File: config.mk
export PLATFORM = sky130hd
export DESIGN_NAME = bisynch_reply_deframer_top
export DESIGN_NICKNAME = d
export VERILOG_FILES = /design/src/hw/rtl/brd_pkg.sv /design/src/hw/rtl/brd_parser.sv /design/src/hw/rtl/bisynch_reply_deframer_top.sv
export VERILOG_INCLUDE_DIRS = /design/src /design/src/hw/rtl
export SDC_FILE = /design/constraint.sdc
export NUM_CORES = 1
export LEC_CHECK = 0
export ABC_AREA = 1
export BUFFER_PORTS_ARGS = -buffer_cell sky130_fd_sc_hd__buf_2
export CORE_MARGIN = 5
export CORE_UTILIZATION = 35
export CTS_BUF_LIST = sky130_fd_sc_hd__clkbuf_4 sky130_fd_sc_hd__clkbuf_8 sky130_fd_sc_hd__clkbuf_16
export DETAILED_ROUTE_END_ITERATION = 6
export GPL_TIMING_DRIVEN = 0
export MAX_ROUTING_LAYER = met4
export SLEW_MARGIN = 20
export SYNTH_ARGS = -nofsm -noshare
export SYNTH_HDL_FRONTEND = slang
export SYNTH_SLANG_ARGS = --single-unit
File: constraint.sdc
create_clock -name clk -period 2.2 [get_ports clk]
set_input_delay 0.44 -clock clk [delete_from_list [all_inputs] [get_ports clk]]
set_output_delay 0.44 -clock clk [all_outputs]
set_load 0.02 [all_outputs]
File: src/hw/rtl/assert_macros.svh
// ----------------------------------------------------------------------------
// assert_macros.svh
// Concurrent assertion helpers shared by the reply deframer RTL.
// ----------------------------------------------------------------------------
`ifndef ASSERT_MACROS_SVH
`define ASSERT_MACROS_SVH

// Check prop at every rising clock edge, off while reset is asserted.
`define ASSERT_CLK(label, clk, rst_n, prop, msg) \
	label: assert property (@(posedge clk) disable iff (!rst_n) (prop)) else $error(msg);

// Check that cond at one edge implies expr at the following edge.
`define ASSERT_NEXT(label, clk, rst_n, cond, expr, msg) \
	label: assert property (@(posedge clk) disable iff (!rst_n) (cond) |=> (expr)) \
		else $error(msg);

`endif

File: src/hw/rtl/brd_pkg.sv
// ----------------------------------------------------------------------------
// brd_pkg
// Types and constants of the reply deframer.
// ----------------------------------------------------------------------------
package brd_pkg;

	localparam logic [7:0] CH_STX = 8'h02;
	localparam logic [7:0] CH_ETX = 8'h03;

	localparam logic [6:0] MAX_REPLY_BYTES = 7'd98;
	localparam logic [6:0] COUNT_SAT       = 7'd127;

	localparam logic CFG_CMD_FIRST  = 1'b0;
	localparam logic CFG_CMD_SECOND = 1'b1;

	typedef enum logic [5:0] {
		PH_IDLE = 6'b000001,
		PH_CMD1 = 6'b000010,
		PH_CMD2 = 6'b000100,
		PH_DATA = 6'b001000,
		PH_BCC  = 6'b010000,
		PH_DONE = 6'b100000
	} phase_t;

	typedef enum logic [2:0] {
		ST_BUSY   = 3'd0,
		ST_GOOD   = 3'd1,
		ST_NOSTX  = 3'd2,
		ST_BADCMD = 3'd3,
		ST_LONG   = 3'd4,
		ST_BADBCC = 3'd5
	} status_t;

	typedef struct packed {
		logic [7:0] data_byte;
		logic       data_valid;
		logic       reply_done;
		status_t    status;
	} result_t;

endpackage

File: src/hw/rtl/brd_parser.sv
// ----------------------------------------------------------------------------
// brd_parser
// Reply framing state, command registers and per-byte result logic.
// ----------------------------------------------------------------------------
`include "assert_macros.svh"

module brd_parser #(
	parameter logic [6:0] MAX_REPLY_BYTES = brd_pkg::MAX_REPLY_BYTES
) (
	input  logic              clk,
	input  logic              arst_n,
	input  logic              cfg_we,
	input  logic              cfg_index,
	input  logic [7:0]        cfg_data,
	input  logic              step,
	input  logic [7:0]        rx_byte,
	input  logic              reply_start,
	output brd_pkg::result_t  res
);

	brd_pkg::phase_t phase_q, ph_e, ph_n;
	logic [7:0] xor_q, x_e, x_n;
	logic [6:0] cnt_q, c_e, c_n;
	logic [7:0] cmd_first_q, cmd_second_q;

	always_ff @(posedge clk or negedge arst_n) begin
		if (!arst_n) begin
			cmd_first_q  <= '0;
			cmd_second_q <= '0;
		end else if (cfg_we) begin
			case (cfg_index)
				brd_pkg::CFG_CMD_FIRST:  cmd_first_q  <= cfg_data;
				brd_pkg::CFG_CMD_SECOND: cmd_second_q <= cfg_data;
				default: ;
			endcase
		end
	end

	always_comb begin
		ph_e = reply_start ? brd_pkg::PH_IDLE : phase_q;
		x_e  = reply_start ? 8'd0 : xor_q;
		c_e  = reply_start ? 7'd0 : cnt_q;
		ph_n = ph_e;
		x_n  = x_e;
		c_n  = c_e;
		res.data_byte  = '0;
		res.data_valid = 1'b0;
		res.reply_done = 1'b0;
		res.status     = brd_pkg::ST_BUSY;
		if (ph_e != brd_pkg::PH_DONE) begin
			c_n = (c_e != brd_pkg::COUNT_SAT) ? c_e + 7'd1 : c_e;
			if (ph_e != brd_pkg::PH_BCC && ph_e != brd_pkg::PH_IDLE &&
			    c_n >= MAX_REPLY_BYTES) begin
				res.reply_done = 1'b1;
				res.status     = brd_pkg::ST_LONG;
				ph_n           = brd_pkg::PH_DONE;
			end else begin
				case (ph_e)
					brd_pkg::PH_IDLE: begin
						if (rx_byte == brd_pkg::CH_STX) begin
							x_n  = 8'd0;
							ph_n = brd_pkg::PH_CMD1;
						end else begin
							res.reply_done = 1'b1;
							res.status     = brd_pkg::ST_NOSTX;
							ph_n           = brd_pkg::PH_DONE;
						end
					end
					brd_pkg::PH_CMD1, brd_pkg::PH_CMD2: begin
						if (rx_byte != ((ph_e == brd_pkg::PH_CMD1) ? cmd_first_q
						                                            : cmd_second_q)) begin
							res.reply_done = 1'b1;
							res.status     = brd_pkg::ST_BADCMD;
							ph_n           = brd_pkg::PH_DONE;
						end else begin
							x_n  = x_e ^ rx_byte;
							ph_n = (ph_e == brd_pkg::PH_CMD1) ? brd_pkg::PH_CMD2
							                                  : brd_pkg::PH_DATA;
						end
					end
					brd_pkg::PH_DATA: begin
						x_n = x_e ^ rx_byte;
						if (rx_byte == brd_pkg::CH_ETX) begin
							ph_n = brd_pkg::PH_BCC;
						end else begin
							res.data_byte  = rx_byte;
							res.data_valid = 1'b1;
						end
					end
					brd_pkg::PH_BCC: begin
						res.reply_done = 1'b1;
						res.status     = (rx_byte == x_e) ? brd_pkg::ST_GOOD
						                                  : brd_pkg::ST_BADBCC;
						ph_n           = brd_pkg::PH_DONE;
					end
					default: ;
				endcase
			end
		end
	end

	always_ff @(posedge clk or negedge arst_n) begin
		if (!arst_n) begin
			phase_q <= brd_pkg::PH_IDLE;
			xor_q   <= '0;
			cnt_q   <= '0;
		end else if (step) begin
			phase_q <= ph_n;
			xor_q   <= x_n;
			cnt_q   <= c_n;
		end
	end

	`ASSERT_CLK(a_phase_onehot, clk, arst_n, $onehot(phase_q), "phase not one-hot")
	`ASSERT_NEXT(a_done_parks, clk, arst_n, step && res.reply_done,
		phase_q == brd_pkg::PH_DONE, "reply ended but parser not finished")
	`ASSERT_CLK(a_data_in_body, clk, arst_n,
		!res.data_valid || (ph_e == brd_pkg::PH_DATA && !res.reply_done),
		"data byte outside reply body")

endmodule

File: src/hw/rtl/bisynch_reply_deframer_top.sv
// ----------------------------------------------------------------------------
// bisynch_reply_deframer_top
// Reply deframer: input register, parser, result register.
// ----------------------------------------------------------------------------
// A byte accepted into the input register moves through the parser into the
// result register and is offered as a result word; it waits while the result register holds an untaken word.
// Throughput: one byte per cycle; s_tready drops only while both registers hold
// a word and m_tready is low.
// Reset: arst_n clears both registers' valid flags, the parser to awaiting
// STX, and both command registers to zero.
`include "assert_macros.svh"

module bisynch_reply_deframer_top #(
	parameter logic [6:0] MAX_REPLY_BYTES = brd_pkg::MAX_REPLY_BYTES
) (
	input  logic        clk,
	input  logic        arst_n,
	input  logic        cfg_we,
	input  logic        cfg_index,
	input  logic [7:0]  cfg_data,
	input  logic        s_tvalid,
	output logic        s_tready,
	input  logic [7:0]  s_tdata,   // [7:0] rx_byte
	input  logic [0:0]  s_tuser,   // [0] reply_start
	output logic        m_tvalid,
	input  logic        m_tready,
	output logic [15:0] m_tdata,   // [7:0] data_byte, [10:8] status, [15:11] zero
	output logic [0:0]  m_tuser,   // [0] data_valid
	output logic        m_tlast    // reply_done
);

	logic              valid_s1;
	logic [7:0]        byte_s1;
	logic              start_s1;
	logic              advance;
	logic              step;
	logic              out_valid_q;
	brd_pkg::result_t  res;
	brd_pkg::result_t  res_q;

	assign advance  = !out_valid_q || m_tready;
	assign step     = valid_s1 && advance;
	assign s_tready = !valid_s1 || advance;

	always_ff @(posedge clk or negedge arst_n) begin
		if (!arst_n) begin
			valid_s1 <= 1'b0;
		end else if (s_tready) begin
			valid_s1 <= s_tvalid;
		end
	end

	always_ff @(posedge clk) begin
		if (s_tvalid && s_tready) begin
			byte_s1  <= s_tdata;
			start_s1 <= s_tuser[0];
		end
	end

	brd_parser #(
		.MAX_REPLY_BYTES (MAX_REPLY_BYTES)
	) u_parser (
		.clk         (clk),
		.arst_n      (arst_n),
		.cfg_we      (cfg_we),
		.cfg_index   (cfg_index),
		.cfg_data    (cfg_data),
		.step        (step),
		.rx_byte     (byte_s1),
		.reply_start (start_s1),
		.res         (res)
	);

	always_ff @(posedge clk or negedge arst_n) begin
		if (!arst_n) begin
			out_valid_q <= 1'b0;
		end else if (advance) begin
			out_valid_q <= valid_s1;
		end
	end

	always_ff @(posedge clk) begin
		if (step) begin
			res_q <= res;
		end
	end

	assign m_tvalid = out_valid_q;
	assign m_tdata  = {5'd0, res_q.status, res_q.data_byte};
	assign m_tuser  = res_q.data_valid;
	assign m_tlast  = res_q.reply_done;

	`ASSERT_CLK(a_stall_has_word, clk, arst_n, s_tready || (valid_s1 && out_valid_q),
		"input stalled without a held word")
	`ASSERT_CLK(a_status_on_end, clk, arst_n,
		!m_tvalid || res_q.status == brd_pkg::ST_BUSY || m_tlast,
		"final status without end of reply")
	`ASSERT_NEXT(a_word_moves, clk, arst_n, step, out_valid_q,
		"processed word not presented")

endmodule

Yosys cells after proc, flatten, opt, wreduce, memory -nomap -nowiden
Cells that the tools add are included.
W data, S select, Z words.
{ "classes": {"reduce_logical": 14, "bitwise": 4, "muxes": 24, "magnitude_cmp": 1, "eq_ne": 13, "n_addsub": 1} }
{ "ops": {"columns": ["operator", "n"], "rows": [
  ["$mux W8", 6],
  ["$mux W6", 6],
  ["$pmux W6 S4", 1],
  ["$pmux W8 S3", 1],
  ["$mux W7", 3],
  ["$eq A8 B2 Y1 const B", 2],
  ["$mux W4", 4],
  ["$pmux W4 S3", 1],
  ["$eq A8 B8 Y1", 1],
  ["$ne A8 B8 Y1", 1],
  ["$xor A8 B8 Y8", 1],
  ["$add A7 B1 Y7 const B", 1],
  ["$ge A7 B7 Y1 const B", 1],
  ["$ne A7 B7 Y1 const B", 1],
  ["$eq A6 B1 Y1 const B", 1],
  ["$eq A6 B2 Y1 const B", 1],
  ["$eq A6 B3 Y1 const B", 1],
  ["$eq A6 B4 Y1 const B", 1],
  ["$eq A6 B5 Y1 const B", 1],
  ["$ne A6 B1 Y1 const B", 1],
  ["$ne A6 B5 Y1 const B", 1],
  ["$ne A6 B6 Y1 const B", 1],
  ["$logic_and A1 B1 Y1", 4],
  ["$reduce_and A2 Y1", 2],
  ["other kinds (8)", 13]
]} }
{ "word_totals": {"register_bits": 61, "wordCells": 71, "out_inout_bits": 20} }

Depth between registers and ports, before layout
Gate-level depths: netlist of the first run.
{ "depth": {"depth_word": 8, "ltp_mapped": 19, "depth_no_buf": 18} }

Cells and area by module
Synthesis of the first run repeated with hierarchy kept, for this count alone.
{ "unflattened": {"hier_cells": 445, "area_unflattened_um2": 3589.7} }
{ "by_module_without_submodules": {"columns": ["mod", "cells_each", "instances", "seq_area_each_um2", "area_each_um2"], "rows": [
  ["brd_parser", 405, 1, 927.1, 2792.7],
  ["bisynch_reply_deframer_top", 40, 1, 710.7, 797.0]
]} }

Worst setup path before layout of the first run
No wires, ideal clock.
{ "synth_path": {"kind": "reg-to-reg", "from": "register start_s1", "to": "register u_parser.phase_q[5]", "synth_period_minus_slack_ns": 2.284, "arrival_time_ns": 2.162, "slack_ns": -0.084, "stages_incl_launch_ff": 17, "t_required_ns": 2.078, "path_buffers": 2, "path_cell_list": "edfxtp_1 -> buf_6 -> clkbuf_1 -> nor2_1 -> ha_1 -> nand4_2 -> nor2_1 -> nand2_2 -> o211ai_1 -> nor2_1 -> nand3_1 -> nand2_2 -> nand2_2 -> nor2_2 -> nand2_1 -> o22ai_1 -> inv_1"} }
{ "synth_via": {"elab_chain_len": 8, "elab_cells_between_ends": 24, "cone_classes": "1 x add/sub; 1 x order compare; 10 x eq/ne; 9 x mux; 3 x reduce/logical"} }
{ "synth_rtl": {"columns": ["element", "line_no", "rtl"], "rows": [
  ["from (decl)", "bisynch_reply_deframer_top.sv:34", "logic start_s1;"],
  ["from (signal assigned)", "bisynch_reply_deframer_top.sv:56", "start_s1 <= s_tuser[0];"],
  ["branches (longest 7 deep; another with $add A7 B1 Y7)", null, null],
  ["$mux W6 (*)", "brd_parser.sv:50", "if (ph_e != brd_pkg::PH_DONE) begin"],
  ["to (signal assigned)", "brd_parser.sv:104", "phase_q <= brd_pkg::PH_IDLE;"],
  ["to (signal assigned)", "brd_parser.sv:108", "phase_q <= ph_n;"],
  ["to (decl)", "brd_parser.sv:21", "brd_pkg::phase_t phase_q, ph_e, ph_n;"]
]} }
Mark *: on every way between the ends.
A chain may end at the register's enable or synchronous reset.

Worst setup path after layout of the first run
{ "layout_path": {"from": "register start_s1", "to": "register res_q (netlist bit m_tlast), data pin"} }
{ "layout_via": {"elab_chain_len": 7, "elab_cells_between_ends": 21, "cone_classes": "1 x add/sub; 1 x order compare; 9 x eq/ne; 7 x mux; 3 x reduce/logical"} }
{ "layout_rtl": {"columns": ["element", "line_no", "rtl"], "rows": [
  ["branches (longest 7 deep; another with $add A7 B1 Y7)", null, null],
  ["to (signal assigned)", "bisynch_reply_deframer_top.sv:84", "res_q <= res;"],
  ["to (decl)", "bisynch_reply_deframer_top.sv:39", "brd_pkg::result_t res_q;"]
]} }
Several ways; the timed one is not identified.

==> flow_summary.json, run 1 <==
{
  "synth_fa_ha_area_frac": 0.00352,
  "setup-violations-final": 23,
  "grt.met1_usage": 0.197,
  "synth_top_family_by_area": "simple AND/OR/NAND/NOR gates",
  "tightestPinTransition_ns": 0.906,
  "die_width_um": 111,
  "tritoncts": "done",
  "clkSlewWorstSetupHoldPaths_ns": 0.08,
  "gp_congestion": 0.872,
  "worst_setup_path_end_kind": "register",
  "timing_hold_violations_final": 0,
  "drive_above_1_share": 0.343,
  "ir_drop_mv": 0.304,
  "area_growth_pct": 33.4,
  "cts_num_sinks": 61,
  "num-fill-cells": 951,
  "io_buffers": 37,
  "n_antenna_cell": 0,
  "grt_pass1_vias": 3102,
  "multi_input_area_um2": 1830,
  "path_class": "register to register",
  "drc_errors": 0,
  "timing.final.crit_share": 1.06,
  "drtPass1Iterations": 5,
  "slew_headroom": 0.396,
  "met3_usage": 0.0366,
  "first_iter_violations": 156,
  "seqCellArea_um2": 1640,
  "grt_pass1_wl_um": 15200,
  "ant_nets": 0,
  "period_minus_slack_ns": 2.32,
  "status": "complete, but fails checks",
  "viasPerCell": 4.89,
  "die_y_um": 111,
  "violations": "setup timing",
  "p_leak_nw": 2.32,
  "vias": 3276,
  "ios": 43,
  "ys_ff_latch": 61,
  "syn_area_per_cell_um2": 7.80,
  "start_util": 0.361,
  "powerDensity_nw_per_um2": 862,
  "required_ns": 2.32,
  "fp.coreArea_um2": 9820,
  "fmax_ghz": 0.430,
  "synth-compound-area-share": 0.0839,
  "synth-edff-count": 22,
  "synth_mux_area_frac": 0,
  "maxCapViolations": 0,
  "busiest_layer": "met2",
  "routed_wl_um": 9310,
  "finalPower_mw": 4.08,
  "met2_usage": 0.250,
  "seq_area_frac_synth": 0.461,
  "async_flop_share": 0.639,
  "root_buffer": "clkbuf_8",
  "wire_per_inst_um": 13.9,
  "slew_violations": 0,
  "synth-simple-area-share": 0.311,
  "rsz0062_at_grt": "yes",
  "grt_usage": 0.157,
  "post-dp-hpwl_um": 6100,
  "synth_xor_area_frac": 0.0271,
  "antenna_found_initial": 0,
  "dp.cells": 629,
  "postCtsHoldBufs": 0,
  "ys_warn_count": 0,
  "worstPathArrival_ns": 2.44,
  "grt_overflow": 0,
  "yosys_most_used_dff": "dfrtp_1",
  "clockBufferDepth": 2,
  "finalClockSkew_ns": 0.00941,
  "cts_htree_levels": 3,
  "hold_class": "input pin to asynchronous set/reset pin",
  "dp_slack_ns": -0.505,
  "design.die.area_um2": 12300,
  "cp_max_fo": 7,
  "synth_cell_types": 40,
  "r2r_cells": 19,
  "critPathLaunchType": "register",
  "fp-row-count": 36,
  "stdcell_count": 670,
  "synth_area_um2": 3550,
  "fin_tns_setup_ns": -1.27,
  "cts_made_buffers": 9,
  "worst_slack_ns": -0.123,
  "netlist_instances": 455,
  "grt_max_degree": 40,
  "clock_latency_ns": 0.36,
  "final_nets": 556
}
## synth_stat cells, types with 2 or more instances
master,n,share of area
a21oi_1,19,0.027
a31oi_1,2,0.0035
buf_4,6,0.013
buf_6,3,0.0095
clkbuf_1,4,0.0042
dfrtp_1,38,0.27
edfxtp_1,22,0.19
inv_1,69,0.073
inv_2,7,0.0074
nand2_1,111,0.12
nand2_2,11,0.019
nand2_4,3,0.0095
nand3_1,37,0.052
nand3_2,3,0.0085
nand4_1,9,0.016
nor2_1,45,0.048
nor2_2,2,0.0035
nor2_4,3,0.0095
nor3_1,2,0.0028
nor4_1,4,0.0070
o21ai_0,23,0.032
o21ai_2,2,0.0049
o22ai_1,4,0.0070
xor2_1,10,0.025
## metal layers
metal	wire, um	up-vias
met5	0	-
met4	177	0
met3	465	19
met2	4590	91
met1	4080	1563
li1	-	1603
## layout make-up
type | instances | area share
multi-input combinational | 305 | 0.387
sequential | 61 | 0.346
timing repair buffer | 62 | 0.0928
inverter | 78 | 0.0655
tap | 133 | 0.0351
clock buffer | 11 | 0.0320
buffer | 15 | 0.0293
clock inverter | 5 | 0.0124
## flip-flops by register name (all words and copies together), names as in the netlist
signal,flops
m_tdata,11
byte_s1,8
u_parser.cmd_first_q,8
u_parser.cmd_second_q,8
u_parser.xor_q,8
u_parser.cnt_q,7
u_parser.phase_q,6
m_tlast,1
m_tuser,1
m_tvalid,1
start_s1,1
valid_s1,1
## stage by stage
| stage | hold slack, ns | util | cell area (um^2) |
|---|---|---|---|
| detailed placement | 0.474 | 0.399 | 3920 |
| finish | 0.204 | 0.482 | 4730 |
| floorplan | 0.144 | - | 3570 |
| CTS | 0.244 | 0.454 | 4450 |
| global placement | 0.471 | 0.399 | 3920 |
| global route | 0.234 | 0.482 | 4730 |
## worst paths after layout
check	startpoint	slack (ns)	end
worst min-delay path	arst_n	0.20	u_parser.cmd_first_q[2]
min in group clk	s_tdata[2]	0.25	byte_s1[2]
worst max register to register	start_s1	-0.12	m_tlast
worst min register to register	u_parser.cmd_first_q[0]	0.48	u_parser.cmd_first_q[0]
max in group asynchronous	arst_n	1.42	u_parser.cnt_q[3]
worst max-delay path	start_s1	-0.12	m_tlast
## cell usage in the layout, fill, tap and decap left out, drive strengths merged, types with 2 or more instances in the layout
| cell type | n |
|---|---|
| nand3 | 40 |
| conb | 5 |
| xor2 | 10 |
| nor2 | 51 |
| buf | 71 |
| a21oi | 19 |
| nand2 | 125 |
| inv | 77 |
| edfxtp | 22 |
| clkinvlp | 2 |
| a31oi | 2 |
| nand4 | 10 |
| o22ai | 4 |
| nor3 | 3 |
| dfrtp | 38 |
| nor4 | 4 |
| o21ai | 26 |
| clkbuf | 17 |
| clkinv | 3 |
## worst max-delay path, cell delays in order, from the launching register on
cell      delay, ns
edfxtp_1       0.38
buf_6          0.14
buf_8          0.13
nor2_8         0.09
nand2_4        0.07
nor2_4         0.12
buf_12         0.14
nand3b_1       0.12
nand2_1        0.08
nand2_1        0.04
nand2_1        0.07
nand2_2        0.07
nor2_4         0.15
nand2_4        0.09
nand2_4        0.09
nand2_2        0.05
nor2_2         0.10
nand2_2        0.06
nand2_1        0.06
inv_1          0.04
## logic make-up (layout without fill, tap and decap cells)
family                   Yosys count  after routing
XOR/XNOR                          11             11
AO/OA/AOI/OAI                     53             53
other                              1              5
buffers and inverters             93            171
AND/OR/NAND/NOR                  235            235
adder cells (fa/ha/maj)            1              1
flip-flops                        61             61
## power by group
| part | internal (mW) | total (mW) | leakage (nW) | switching [mW] |
|---|---|---|---|---|
| registers | 1.44 | 1.60 | 0.696 | 0.165 |
| logic | 0.494 | 1.43 | 1.53 | 0.932 |
| clock network | 0.584 | 1.05 | 0.102 | 0.468 |
## what timing repair did
action                                  4_1_cts  5_1_grt
setup buffers                                21        4
endpoints found under the setup margin       34       32
pin swaps                                    25       12
cloned                                        1        0
resized for setup                            36       65
No activity file was read; power rests on OpenSTA's default activity.
==> inputs of run 2 (changes only) <==
--- a/config.mk
+++ b/config.mk
@@ -8,12 +8,15 @@
 export LEC_CHECK = 0
 export ABC_AREA = 1
 export BUFFER_PORTS_ARGS = -buffer_cell sky130_fd_sc_hd__buf_2
+export CELL_PAD_IN_SITES_DETAIL_PLACEMENT = 1
+export CELL_PAD_IN_SITES_GLOBAL_PLACEMENT = 1
 export CORE_MARGIN = 5
 export CORE_UTILIZATION = 35
 export CTS_BUF_LIST = sky130_fd_sc_hd__clkbuf_4 sky130_fd_sc_hd__clkbuf_8 sky130_fd_sc_hd__clkbuf_16
 export DETAILED_ROUTE_END_ITERATION = 6
 export GPL_TIMING_DRIVEN = 0
 export MAX_ROUTING_LAYER = met4
+export PLACE_DENSITY_LB_ADDON = 0.1
 export SLEW_MARGIN = 20
 export SYNTH_ARGS = -nofsm -noshare
 export SYNTH_HDL_FRONTEND = slang
==> run 2 against run 1 <==
The run still ends with setup timing left. Clock power rose by 5%. Combinational power barely moved. Clock-buffer cell count did not move. Sequential share of layout area rose by 1.2 points. Total power up 1.2%. Flip-flop and latch count unchanged. Die area did not move. Final cell count is 0.15% lower. Setup slack better by 0.024 ns. Non-clock buffer count shrank 1. Largest power group unchanged. Highest routed layer unchanged.
==> flow_summary.json, run 2 (synthesized netlist as in run 1, its figures left out) <==
{
  "ir_drop_mv": 0.381,
  "viasPerCell": 4.91,
  "r2r_cells": 14,
  "slew_violations": 0,
  "r2r_setup_slack_ns": -0.1,
  "n_antenna_cell": 0,
  "fp-row-count": 36,
  "fin_hold_ws_ns": 0.0805,
  "timing_hold_violations_final": 0,
  "grt_overflow": 0,
  "design.die.area_um2": 12300,
  "cpLargestDelayFamily": "simple AND/OR/NAND/NOR gates",
  "status": "complete, but fails checks",
  "largest_register_ffs": 11,
  "vias": 3282,
  "fmax_ghz": 0.435,
  "path_class": "register to register",
  "start_util": 0.361,
  "worst_setup_path_end_kind": "register",
  "fp.coreArea_um2": 9820,
  "cts_num_sinks": 61,
  "clkSlewWorstSetupHoldPaths_ns": 0.08,
  "stdcell_count": 669,
  "maxCapViolations": 0,
  "slew_headroom": 0.579,
  "num-fill-cells": 1259,
  "die_y_um": 111,
  "setup-violations-final": 23,
  "grt_max_degree": 40,
  "dp.cells": 629,
  "cp_num_buf_inv": 3,
  "period_minus_slack_ns": 2.30,
  "worst_slack_ns": -0.0992,
  "violations": "setup timing",
  "cp_max_fo": 8,
  "timing.rr.end": "u_parser.xor_q[1]",
  "wire_per_inst_um": 15.6,
  "first_iter_violations": 149,
  "worstPathArrival_ns": 2.53,
  "hold_class": "input pin to asynchronous set/reset pin",
  "layout_common_cells": "nand2_1, inv_1, dfrtp_1",
  "ant_nets": 0,
  "tightestPinTransition_ns": 0.631,
  "gp_congestion": 0.806,
  "dp_slack_ns": -0.602,
  "placed_area_um2": 3920,
  "cts_made_buffers": 9,
  "fin_area_um2": 4570,
  "post-dp-hpwl_um": 7350,
  "ios": 43,
  "routed_wl_um": 10400,
  "die_width_um": 111,
  "drc_errors": 0,
  "final_common_cell": "nand2_1",
  "crit-reg2reg-launch": "start_s1",
  "rsz0062_at_grt": "yes",
  "clockBufferDepth": 2,
  "finalPower_mw": 4.13,
  "powerDensity_nw_per_um2": 903,
  "drive_above_1_share": 0.295,
  "tritoncts": "done",
  "slowest_delay_ns": 0.38,
  "cp_slowest_cell": "edfxtp_1",
  "path_cells": "buf_6 -> clkbuf_16 -> nor2_4 -> ha_4 -> nand4_4 -> nand2_2 -> o211ai_1 -> nor2_1 -> nand3_1 -> nand2_4 -> nand3_4 -> buf_4 -> a21oi_2 -> a21oi_1",
  "finalClockSkew_ns": 0.0174,
  "p_leak_nw": 2.27,
  "required_ns": 2.43,
  "timing.final.crit_share": 1.05,
  "final_nets": 555,
  "grt_pass1_vias": 3458,
  "cts_htree_levels": 3,
  "area_growth_pct": 28.9,
  "grt_pass1_wl_um": 17300,
  "grt_usage": 0.180,
  "drtPass1Iterations": 4,
  "root_buffer": "clkbuf_8",
  "critPathLaunchType": "register",
  "clock_latency_ns": 0.35,
  "antenna_found_initial": 0,
  "postCtsHoldBufs": 0,
  "io_buffers": 37
}
-- run 2: cell count changes in the layout (fill, tap and decap cells not counted), moves of 4 or more --
cell / change
nand2_1: +10
nand3_1: +12
nand3_2: -11
buf_4: +9
a21oi_2: +4
nor2_2: -7
nand2_2: -7
buf_6: -5
nor2_4: +5
a21oi_1: -4
-- run 2: worst register-to-register path: stages (launching register included) --
cell and delay [ns]:
edfxtp_1 0.38, buf_6 0.16, clkbuf_16 0.16, nor2_4 0.10, ha_4 0.16, nand4_4 0.11
nand2_2 0.10, o211ai_1 0.12, nor2_1 0.11, nand3_1 0.11, nand2_4 0.15, nand3_4 0.18
buf_4 0.19, a21oi_2 0.10, a21oi_1 0.07
-- run 2: how the worst max path moves through the flow --
stage	startpoint	to	slack [ns]	cells after the start
detailed placement	m_tready	u_parser.cnt_q[0]	-0.60	9
floorplan	start_s1	m_tdata[1]	0.01	15
global placement	m_tready	u_parser.cnt_q[0]	-0.61	9
CTS	start_s1	u_parser.xor_q[2]	-0.08	17
finish	start_s1	u_parser.xor_q[1]	-0.1	14
global route	start_s1	u_parser.xor_q[2]	-0.25	15
-- run 2: timing repair --
| action | in CTS | in global routing |
|---|---|---|
| setup buffers | 16 | 7 |
| gates resized for setup | 33 | 35 |
| gates cloned | 1 | 0 |
| setup endpoints to repair | 34 | 32 |
| pin swaps | 21 | 21 |
-- run 2: layer usage --
metal | part of all wire | track usage
met1 | 0.44 | 0.212
met2 | 0.52 | 0.320
met3 | 0.026 | 0.0262
met4 | 0.012 | 0.0493
met5 | 0 | -
-- run 2: where the power goes --
part	internal, mW	total, mW	switching, mW
Clock	0.607	1.10	0.494
Combinational	0.480	1.43	0.953
Sequential	1.44	1.60	0.159
Total	2.53	4.13	1.61
-- run 2: per-stage QoR --
| stage | utilization | TNS, ns |
|---|---|---|
| after floorplan | - | 0 |
| after global placement | 0.399 | -14.04 |
| after detailed placement | 0.399 | -14.03 |
| after CTS | 0.448 | -1.22 |
| after global routing | 0.466 | -4.97 |
| final | 0.466 | -1.27 |
-- run 2: final cells by class --
class                      count  area, um^2  area share
multi-input combinational    305        1740       0.381
sequential                    61        1640       0.358
timing repair buffer          61         375      0.0821
inverter                      78         308      0.0673
tap                          133         166      0.0364
clock buffer                  11         156      0.0342
buffer                        15         133      0.0290
clock inverter                 5        56.3      0.0123
